`config.mk`:
```
export PLATFORM = sky130hd
export DESIGN_NAME = json_string_unescape_core
export DESIGN_NICKNAME = d
export VERILOG_FILES = /design/src/hdl/jsu_pkg.sv /design/src/hdl/jsu_decode.sv /design/src/hdl/jsu_bundle_queue.sv /design/src/hdl/json_string_unescape_core.sv
export SDC_FILE = /design/constraint.sdc
export NUM_CORES = 1
export LEC_CHECK = 0
export BUFFER_PORTS_ARGS = -buffer_cell sky130_fd_sc_hd__buf_2
export CAP_MARGIN = 25
export CORE_ASPECT_RATIO = 0.7
export CORE_MARGIN = 4
export CORE_UTILIZATION = 55
export DETAILED_ROUTE_END_ITERATION = 7
export GPL_ROUTABILITY_DRIVEN = 0
export PLACE_DENSITY = 0.76
export SKIP_CTS_REPAIR_TIMING = 1
export SLEW_MARGIN = 40
export SYNTH_ARGS = -nofsm -noshare
export SYNTH_HDL_FRONTEND = slang
export SYNTH_SLANG_ARGS = --single-unit
```
`constraint.sdc`:
```
create_clock -name clk -period 4.2 [get_ports clk]
set_input_delay 0.21 -clock clk [delete_from_list [all_inputs] [get_ports clk]]
set_output_delay 0.21 -clock clk [all_outputs]
set_load 0.05 [all_outputs]
```
`src/hdl/jsu_pkg.sv`:
```
// shared types, codes and character helpers for the json string unescaper
// no dependencies; used by jsu_decode, jsu_bundle_queue and the top level
package jsu_pkg;

    // parser phase codes
    localparam logic [1:0] PH_IDLE = 2'd0;
    localparam logic [1:0] PH_STR  = 2'd1;
    localparam logic [1:0] PH_ESC  = 2'd2;
    localparam logic [1:0] PH_HEX  = 2'd3;

    // result kinds
    localparam logic [1:0] KIND_DATA   = 2'd0;
    localparam logic [1:0] KIND_CLOSED = 2'd1;
    localparam logic [1:0] KIND_UNTERM = 2'd2;
    localparam logic [1:0] KIND_BADHEX = 2'd3;

    localparam logic [7:0] CH_QUOTE = 8'h22;
    localparam logic [7:0] CH_BSLASH = 8'h5C;
    localparam logic [7:0] CH_U = 8'h75;

    localparam int MAX_RESULTS = 4;
    localparam int CNT_W = $clog2(MAX_RESULTS + 1);
    localparam int IDX_W = $clog2(MAX_RESULTS);

    // all results caused by one input byte
    typedef struct packed {
        logic [CNT_W-1:0]                cnt;
        logic [MAX_RESULTS-1:0][7:0]     bytes;
        logic [MAX_RESULTS-1:0][1:0]     kinds;
    } jsu_bundle_t;

    // queue status seen by the top level
    typedef struct packed {
        logic [1:0]       fill;
        logic [IDX_W-1:0] idx;
        logic [CNT_W-1:0] head_cnt;
    } jsu_status_t;

    typedef struct packed {
        logic       ok;
        logic [3:0] value;
    } jsu_hex_t;

    function automatic jsu_hex_t hex_value(input logic [7:0] c);
        jsu_hex_t r;
        r.ok = 1'b1;
        r.value = 4'd0;
        if (c inside {[8'h30:8'h39]})
        begin
            r.value = c[3:0];
        end
        else if (c inside {[8'h61:8'h66], [8'h41:8'h46]})
        begin
            r.value = c[3:0] + 4'd9;
        end
        else
        begin
            r.ok = 1'b0;
        end
        return r;
    endfunction

    function automatic logic [7:0] escape_map(input logic [7:0] c);
        logic [7:0] r;
        case (c)
            8'h62:   r = 8'h08;
            8'h66:   r = 8'h0C;
            8'h6E:   r = 8'h0A;
            8'h72:   r = 8'h0D;
            8'h74:   r = 8'h09;
            default: r = c;
        endcase
        return r;
    endfunction

endpackage

```
`src/hdl/jsu_decode.sv`:
```
// phase, hex accumulator and per-byte decode of the unescaper
// depends on jsu_pkg; produces one result bundle per accepted byte
module jsu_decode
    import jsu_pkg::*;
(
    input  logic        clk,
    input  logic        rst_n,
    input  logic        accept,
    input  logic [7:0]  in_byte,
    input  logic        in_end,
    output jsu_bundle_t bundle
);

    logic [1:0]  phase_reg, phase_next;
    logic [11:0] accum_reg, accum_next;
    logic [1:0]  hex_count_reg, hex_count_next;

    jsu_hex_t    hx;
    logic [15:0] cp;
    logic        closed;
    logic [IDX_W-1:0] n_base;

    always_comb
    begin
        hx = hex_value(in_byte);
        cp = {accum_reg, hx.value};
        closed = 1'b0;
        n_base = '0;
        bundle.bytes = '0;
        bundle.kinds = '0;
        phase_next = phase_reg;
        accum_next = accum_reg;
        hex_count_next = hex_count_reg;

        case (phase_reg)
            PH_STR:
            begin
                if (in_byte == CH_QUOTE)
                begin
                    bundle.kinds[0] = KIND_CLOSED;
                    n_base = IDX_W'(1);
                    phase_next = PH_IDLE;
                    closed = 1'b1;
                end
                else if (in_byte == CH_BSLASH)
                begin
                    phase_next = PH_ESC;
                end
                else
                begin
                    bundle.bytes[0] = in_byte;
                    n_base = IDX_W'(1);
                end
            end
            PH_ESC:
            begin
                if (in_byte == CH_U)
                begin
                    accum_next = '0;
                    hex_count_next = '0;
                    phase_next = PH_HEX;
                end
                else
                begin
                    bundle.bytes[0] = escape_map(in_byte);
                    n_base = IDX_W'(1);
                    phase_next = PH_STR;
                end
            end
            PH_HEX:
            begin
                if (!hx.ok)
                begin
                    bundle.kinds[0] = KIND_BADHEX;
                    n_base = IDX_W'(1);
                    phase_next = PH_IDLE;
                    accum_next = '0;
                    hex_count_next = '0;
                    closed = 1'b1;
                end
                else if (hex_count_reg == 2'd3)
                begin
                    // utf-8 encode the finished code point
                    if (cp < 16'h0080)
                    begin
                        bundle.bytes[0] = cp[7:0];
                        n_base = IDX_W'(1);
                    end
                    else if (cp < 16'h0800)
                    begin
                        bundle.bytes[0] = {3'b110, cp[10:6]};
                        bundle.bytes[1] = {2'b10, cp[5:0]};
                        n_base = IDX_W'(2);
                    end
                    else
                    begin
                        bundle.bytes[0] = {4'hE, cp[15:12]};
                        bundle.bytes[1] = {2'b10, cp[11:6]};
                        bundle.bytes[2] = {2'b10, cp[5:0]};
                        n_base = IDX_W'(3);
                    end
                    accum_next = '0;
                    hex_count_next = '0;
                    phase_next = PH_STR;
                end
                else
                begin
                    accum_next = cp[11:0];
                    hex_count_next = hex_count_reg + 2'd1;
                end
            end
            default:
            begin
                // first byte is taken as the opening quote
                phase_next = PH_STR;
            end
        endcase

        bundle.cnt = {1'b0, n_base};
        if (in_end)
        begin
            if (!closed)
            begin
                bundle.kinds[n_base] = KIND_UNTERM;
                bundle.bytes[n_base] = 8'h00;
                bundle.cnt = {1'b0, n_base} + CNT_W'(1);
            end
            phase_next = PH_IDLE;
            accum_next = '0;
            hex_count_next = '0;
        end
    end

    always_ff @(posedge clk or negedge rst_n)
    begin
        if (!rst_n)
        begin
            phase_reg <= PH_IDLE;
            accum_reg <= '0;
            hex_count_reg <= '0;
        end
        else if (accept)
        begin
            phase_reg <= phase_next;
            accum_reg <= accum_next;
            hex_count_reg <= hex_count_next;
        end
    end

endmodule

```
`src/hdl/jsu_bundle_queue.sv`:
```
// two-slot queue of result bundles and the unloader that sends their results one per transfer
// depends on jsu_pkg
module jsu_bundle_queue
    import jsu_pkg::*;
(
    input  logic        clk,
    input  logic        rst_n,
    input  logic        push,
    input  jsu_bundle_t push_bundle,
    output logic        space,
    output logic        m_tvalid,
    input  logic        m_tready,
    output logic [7:0]  m_byte,
    output logic [1:0]  m_kind,
    output logic        m_last,
    output jsu_status_t status
);

    jsu_bundle_t      slot_reg [2];
    logic             wr_ptr_reg, wr_ptr_next;
    logic             rd_ptr_reg, rd_ptr_next;
    logic [1:0]       fill_reg, fill_next;
    logic [IDX_W-1:0] idx_reg, idx_next;

    jsu_bundle_t head;
    logic        xfer;
    logic        pop;

    assign head     = slot_reg[rd_ptr_reg];
    assign m_tvalid = fill_reg != 2'd0;
    assign space    = fill_reg != 2'd2;
    assign m_byte   = head.bytes[idx_reg];
    assign m_kind   = head.kinds[idx_reg];
    assign m_last   = {1'b0, idx_reg} == head.cnt - CNT_W'(1);
    assign xfer     = m_tvalid && m_tready;
    assign pop      = xfer && m_last;

    assign status.fill     = fill_reg;
    assign status.idx      = idx_reg;
    assign status.head_cnt = head.cnt;

    always_comb
    begin
        wr_ptr_next = push ? ~wr_ptr_reg : wr_ptr_reg;
        rd_ptr_next = pop ? ~rd_ptr_reg : rd_ptr_reg;
        fill_next = fill_reg + {1'b0, push} - {1'b0, pop};
        idx_next = idx_reg;
        if (xfer)
        begin
            idx_next = m_last ? '0 : idx_reg + IDX_W'(1);
        end
    end

    always_ff @(posedge clk or negedge rst_n)
    begin
        if (!rst_n)
        begin
            wr_ptr_reg <= 1'b0;
            rd_ptr_reg <= 1'b0;
            fill_reg <= 2'd0;
            idx_reg <= '0;
        end
        else
        begin
            wr_ptr_reg <= wr_ptr_next;
            rd_ptr_reg <= rd_ptr_next;
            fill_reg <= fill_next;
            idx_reg <= idx_next;
        end
    end

    always_ff @(posedge clk)
    begin
        if (push)
        begin
            slot_reg[wr_ptr_reg] <= push_bundle;
        end
    end

endmodule

```
`src/hdl/json_string_unescape_core.sv`:
```
// top level of the streaming json string unescaper
// depends on jsu_pkg, jsu_decode and jsu_bundle_queue
//
// Takes one byte of a quoted json string per transfer and returns the decoded
// bytes, with escapes and backslash-u sequences (as utf-8) resolved, plus
// closed, unterminated and bad-hex markers in tuser. The input side accepts a
// byte every cycle as long as the two-slot bundle queue has room; each byte is
// decoded in the cycle it is taken and its results, up to four, are stored as
// one bundle. The output side sends one result per cycle while m_tready is
// high, so the sustained rate is one input byte per cycle while each byte yields
// at most one result, and an input byte needs one output transfer per result
// (up to four for a three-byte utf-8 sequence followed by the end marker).
// Bytes that cause no result (opening quote, backslash, u, leading hex digits)
// use no queue slot; results pass through the registered bundle queue.
module json_string_unescape_core
    import jsu_pkg::*;
(
    input  logic       clk,
    input  logic       rst_n,
    input  logic       s_tvalid,
    output logic       s_tready,
    input  logic [7:0] s_tdata,   // [7:0] in_byte
    input  logic       s_tlast,   // in_end
    output logic       m_tvalid,
    input  logic       m_tready,
    output logic [7:0] m_tdata,   // [7:0] out_byte
    output logic [1:0] m_tuser,   // [1:0] out_kind
    output logic       m_tlast    // out_last
);

    jsu_bundle_t bundle;
    jsu_status_t status;
    logic        accept;
    logic        push;

    assign accept = s_tvalid && s_tready;
    assign push   = accept && (bundle.cnt != '0);

    jsu_decode u_decode (
        .clk     (clk),
        .rst_n   (rst_n),
        .accept  (accept),
        .in_byte (s_tdata),
        .in_end  (s_tlast),
        .bundle  (bundle)
    );

    jsu_bundle_queue u_queue (
        .clk         (clk),
        .rst_n       (rst_n),
        .push        (push),
        .push_bundle (bundle),
        .space       (s_tready),
        .m_tvalid    (m_tvalid),
        .m_tready    (m_tready),
        .m_byte      (m_tdata),
        .m_kind      (m_tuser),
        .m_last      (m_tlast),
        .status      (status)
    );

    // queue never holds more than two bundles
    a_fill_range: assert property (@(posedge clk) disable iff (!rst_n)
        status.fill != 2'd3)
        else $error("bundle queue overfilled");

    // a bundle in the queue always holds at least one result and idx stays inside it
    a_idx_range: assert property (@(posedge clk) disable iff (!rst_n)
        m_tvalid |-> (status.head_cnt != '0 && {1'b0, status.idx} < status.head_cnt))
        else $error("result index outside head bundle");

    // decoded bundle never exceeds the result limit
    a_bundle_cnt: assert property (@(posedge clk) disable iff (!rst_n)
        accept |-> bundle.cnt <= CNT_W'(MAX_RESULTS))
        else $error("bundle count too large");

    // a non-final result transfer keeps the queue busy in the next cycle
    a_mid_bundle: assert property (@(posedge clk) disable iff (!rst_n)
        (m_tvalid && m_tready && !m_tlast) |=> m_tvalid)
        else $error("queue drained in the middle of a bundle");

endmodule

```
# Word-level counts from Yosys, hierarchy flattened
# Memory sizes are Yosys's and may differ from the RTL's.
# Cells that the tools add are included.
# classes
n_addsub	7
order_cmp	11
n_eq_ne	17
n_mux	60
bitwise	7
reduce_logical	14
# op_table
operator	count
two-way mux 43 bit	2
equality test 8 x 7 -> 1 bit, second input constant	7
two-way mux 8 bit	7
two-way mux 12 bit	4
two-way mux 24 bit	2
case mux 8 bit (5 select lines)	1
two-way mux 2 bit	17
bitwise AND 24 x 32 -> 32 bit	1
two-way mux 16 bit	2
inverter 32 bit	1
case mux 12 bit (2 select lines)	1
case mux 8 bit (3 select lines)	1
binary-select mux 8 bit (select 2 bit)	1
demux 8 bit (select 2 bit)	1
>= comparator 8 x 7 -> 1 bit, second input constant	2
<= comparator 8 x 7 -> 1 bit, second input constant	2
less-than comparator 16 x 12 -> 1 bit, second input constant	1
less-than comparator 16 x 8 -> 1 bit, second input constant	1
two-way mux 14 bit	1
case mux 2 bit (3 select lines)	2
two-way mux 1 bit	11
equality test 8 x 6 -> 1 bit, second input constant	1
>= comparator 8 x 6 -> 1 bit, second input constant	1
<= comparator 8 x 6 -> 1 bit, second input constant	1
28 further kinds	45
# totals
reg_bits	22
ramBits	86
input_bits	13
out_inout_bits	13
wordCells	124
memories	1
# mem_list
name	depth	width	rd	rd_ports_with_merged_regs	wr	line_no	rtl
u_queue.slot_reg	2	43	1	0	1	jsu_bundle_queue.sv:19	jsu_bundle_t slot_reg [2];

# Logic depth before layout (Yosys ltp)
# depth
word_depth	23
depth_mapped	16
depth_no_buf	16

# Hierarchy
# Synthesis repeated with hierarchy kept, for this count alone.
# unflattened
hier_cells	415
area_unflattened_um2	5594.1
# modules_own_cells
module	instances	cells_each	area_per_inst_um2	seq_area_each_um2
jsu_bundle_queue	1	185	3679.8	2732.6
jsu_decode	1	228	1898.1	400.4
json_string_unescape_core	1	2	16.3	0.0

# Worst setup path after synthesis
# Ideal clock, no wire load.
# synth_timing
path_type	register to register
start	reg u_queue.rd_ptr_reg
end	reg u_queue.fill_reg[1]
setup_time_ps	80
arrival_ps	4414
required_ps	4120
slack_ps	-294
stages_incl_launch_ff	15
n_path_buf	3
synth_period_minus_slack_ps	4494
cell_sequence	dfrtp_1 > clkbuf_1 > buf_1 > clkbuf_1 > mux2i_1 > ha_1 > xnor2_1 > nor3_1 > inv_1 > nor2_1 > ha_1 > inv_1 > ha_1 > xnor2_1 > xnor2_1
# synth_between
elab_chain_cells	5
# synth_rtl
element	line_no	rtl
start, declared	jsu_bundle_queue.sv:21	logic rd_ptr_reg, rd_ptr_next;
start signal, assigned	jsu_bundle_queue.sv:66	rd_ptr_reg <= rd_ptr_next;
memory read (2 x 43 bit)	--	
subtractor 3 x 1 -> 3 bit	jsu_bundle_queue.sv:34	assign m_last = {1'b0, idx_reg} == head.cnt - CNT_W'(1);
equality test 2 x 3 -> 1 bit	jsu_bundle_queue.sv:34	
via m_tlast	json_string_unescape_core.sv:28	output logic m_tlast
logical AND 1 bit	jsu_bundle_queue.sv:36	assign pop = xfer && m_last;
via u_queue.pop	jsu_bundle_queue.sv:27	logic pop;
subtractor 2 x 1 -> 2 bit	jsu_bundle_queue.sv:46	fill_next = fill_reg + {1'b0, push} - {1'b0, pop};
via u_queue.fill_next[1]	jsu_bundle_queue.sv:22	logic [1:0] fill_reg, fill_next;
end signal, assigned	jsu_bundle_queue.sv:67	fill_reg <= fill_next;
end, declared	jsu_bundle_queue.sv:22	
# The timed path passes the listed nets, and every way through them passes these cells.
# A chain may end at the register's enable or synchronous reset.

# Worst setup path in the final report
# layout_timing
start	in s_tdata[0]
end	mem u_queue.slot_reg[1][13] in the netlist's numbering, enable pin
# layout_between
elab_chain_cells	18
word_cells_on_any_way	38
classes_between	add/sub: 2; order compare: 8; eq/ne: 3; mux: 19; reduce/logical: 6
# layout_rtl
element	line_no	rtl
start, declared	json_string_unescape_core.sv:22	input logic [7:0] s_tdata,
>= comparator 8 x 7 -> 1 bit or <= comparator 8 x 7 -> 1 bit (tied branches)	jsu_pkg.sv:52	else if (c inside {[8'h61:8'h66], [8'h41:8'h46]})
logical AND 1 bit	jsu_pkg.sv:52	
nonzero test 2 bit	jsu_pkg.sv:52	
two-way mux 4 bit	jsu_pkg.sv:52	
two-way mux 4 bit	jsu_pkg.sv:48	if (c inside {[8'h30:8'h39]})
less-than comparator 16 x 12 -> 1 bit	jsu_decode.sv:89	else if (cp < 16'h0800)
two-way mux 1 bit	jsu_decode.sv:89	
two-way mux 2 bit	jsu_decode.sv:84	if (cp < 16'h0080)
[2 not listed]	--	
case mux 2 bit (3 select lines)	jsu_decode.sv:35	case (phase_reg)
adder 2 x 1 -> 3 bit	jsu_decode.sv:126	bundle.cnt = {1'b0, n_base} + CNT_W'(1);
two-way mux 43 bit	jsu_decode.sv:122	if (!closed)
two-way mux 43 bit *	jsu_decode.sv:120	if (in_end)
nonzero test 3 bit *	json_string_unescape_core.sv:37	assign push = accept && (bundle.cnt != '0);
logical AND 1 bit *	json_string_unescape_core.sv:37	
two-way mux 1 bit *	jsu_bundle_queue.sv:74	if (push)
two-way mux 1 bit (not written as such) *	jsu_bundle_queue.sv:76	slot_reg[wr_ptr_reg] <= push_bundle;
end, declared	jsu_bundle_queue.sv:19	
# Every way passes the cells marked *; elsewhere a longest branch is shown, timed or not.

==> results.cfg <==
[yosys]
syn_nets = 384
synth_cells = 359
yosysUniqueCellTypes = 63
synth-async-reset-ratio_pct = 27.50
synth-edff-count = 58
ys.warnings.count = 0
synth_ff_type = edfxtp_1
syn_avg_cell_area_um2 = 11.84
syn_area_mm2 = 0.004250
ys_ff_latch = 80
ys_seq_area_share_pct = 53.93

[worst_hold_path]
hold_path.class = in2reg

[timing]
setup_ws_ns = 0.6502
post-route-min-period_ns = 3.550
finClkSkew_ns = 0.007058
rsz0062_at_grt = no
maxSlewViolCount = 0
hold_viol_final = 0
worst_pin_slew_ns = 0.7102
final.setup.tns_ns = 0
fmax_mhz = 281.7
max_slew_margin_pct = 52.65
hold_ws_ns = 0.1503
setup_viol_count_final = 0
period_share_pct = 84.52

[placed_design]
place_area_mm2 = 0.004463
hpwl_um = 6811
place_ws_ns = 0.3420
placed_cells = 470
io_buffer_count = 25

[routing]
dr.pass1.iters = 5
routedWlPerCell_um = 19.37
via_per_inst = 6.197
drcViolationCount = 0
drt-initial-drc-count = 292
wirelength_um = 9434
antenna_left = 0
vias = 3018

[global_routing]
grt_pass1_vias = 2908
grt_max_degree = 30
antenna_found_initial = 0
grt_use_total_pct = 21.80
gr-total-overflow = 0
grt_pass1_wl_um = 15280

[clocking]
htreeDepth = 3
insertion_delay_ns = 0.36
clock-sinks = 80
cts_tree = yes
cts-buffers-inserted = 9
clk_pin_slew_worst_paths_ns = 0.08
cts_buffer_depth = 2
root_buffer = clkbuf_8

[worst_setup_path]
cp.required_ns = 4.28
worstSetupEndpointType = flip-flop
crit_arrival_ns = 3.63
critPathMaxFanout = 29
crit_chain = buf_2 > inv_1 > ha_1 > o21bai_1 > a2111oi_2 > a21oi_2 > a31oi_4 > inv_1 > or2_2 > ha_1 > nor2_1 > nand2_1 > mux2i_1 > a31oi_2 > and2_1 > buf_4
critPathBufInv = 4
critPathKind = in2reg
startpoint_type = input pin
cp_top_family = compound AO/OA/AOI/OAI gates
slowest_stage = a2111oi_2
crit_path_max_incr_delay_ns = 0.68

[final_layout]
design_area_mm2 = 0.004682
largest_register_ffs = 58
syn_to_final_growth_pct = 10.16
fin_nets = 409
final_cells = 487
drive_gt1_share_pct = 18.51
n_antenna_cell = 0
final_common_cell = edfxtp_1
layout_common_cells = edfxtp_1, nor2_1, inv_1, nand2_1, buf_2

[pwr]
pwr_density_cell_mw_per_mm2 = 650.7
leakage_nw = 1.853
irDropWorstVdd_mv = 0.6085

[floorplanning]
dieHeight_um = 81.55
start_util_pct = 57.30
core_mm2 = 0.007417
ioPinCount = 26
dieArea_mm2 = 0.009221
die_w_um = 113.1
rows = 26

[status]
status = finished clean

[flow_run]
drv_cap = 0
[area by class of cell]
type | count | area (um2)
fillers | 583 | 2735
flip-flops and latches | 80 | 2292
multi-input cells | 236 | 1788
clock buffers | 13 | 191.4
repair buffers | 31 | 172.7
well taps | 98 | 122.6
inverters | 26 | 97.59
clock inverters | 3 | 17.52
[tightest hold or removal path, stage by stage]
cell and delay [ns]:
buf_2 0.10, nand4_1 0.08, o21ai_0 0.08
[power by group]
| group | internal [mW] | switching (mW) |
|---|---|---|
| logic | 0.431 | 0.853 |
| registers | 1.05 | 0.139 |
| clock network | 0.303 | 0.274 |
| total | 1.78 | 1.27 |
[cell usage after synthesis (all sizes together), types with 7 or more instances]
cell type	instances	area share, %
o21ai	16	1.9
a21oi	11	1.4
ha	12	3.5
edfxtp	58	41
mux2i	14	3.3
nor3	8	1.2
o22ai	10	1.5
nand2	25	2.2
nor2	25	2.2
dfrtp	22	13
a211oi	9	1.9
mux4	8	4.2
inv	26	2.3
a22o	7	1.4
clkbuf	11	1.1
[cells by family (layout without fill, tap and decap cells)]
| family | count (synthesis) | in the layout | share of synthesized area [%] |
|---|---|---|---|
| and+or+nand+nor | 97 | 97 | 12.01 |
| AOI/OAI and AO/OA | 94 | 94 | 16.49 |
| DFF | 80 | 80 | 53.93 |
| buffers and inverters | 43 | 73 | 4.180 |
| muxes | 23 | 23 | 7.801 |
| adders and majority gates | 12 | 12 | 3.532 |
| xor gates and xnor gates | 10 | 10 | 2.061 |
[metrics by stage]
step                      power, mW  util [%]
after CTS                     3.064     62.99
after global placement        2.445     60.17
after global routing          3.221     63.12
final                         3.047     63.12
after floorplan               2.185         -
after detailed placement      2.487     60.17
[final timing paths]
kind,startpoint,to,slack [ns],cells past startpoint
worst min register to register,u_decode.hex_count_reg[1],u_decode.hex_count_reg[1],0.49,2
max in group asynchronous,rst_n,u_decode.accum_reg[3],3.46,2
worst min-delay path,m_tready,u_queue.idx_reg[1],0.15,3
worst max-delay path,s_tdata[0],u_queue.slot_reg[1][13],0.65,16
min in group asynchronous,rst_n,u_queue.wr_ptr_reg,0.37,2
worst max register to register,u_decode.accum_reg[10],u_queue.slot_reg[0][31],0.80,11
[per-layer routing]
metal  up-vias  share of wire (%)  global-route usage (%)
met4         0               0.87                   5.762
met1      1476                 45                   30.45
met3         7                7.9                   6.701
met2       117                 47                   33.57
li1       1418                  -                       -
met5         -                  0                       0
(Power assumes the default switching activity.)
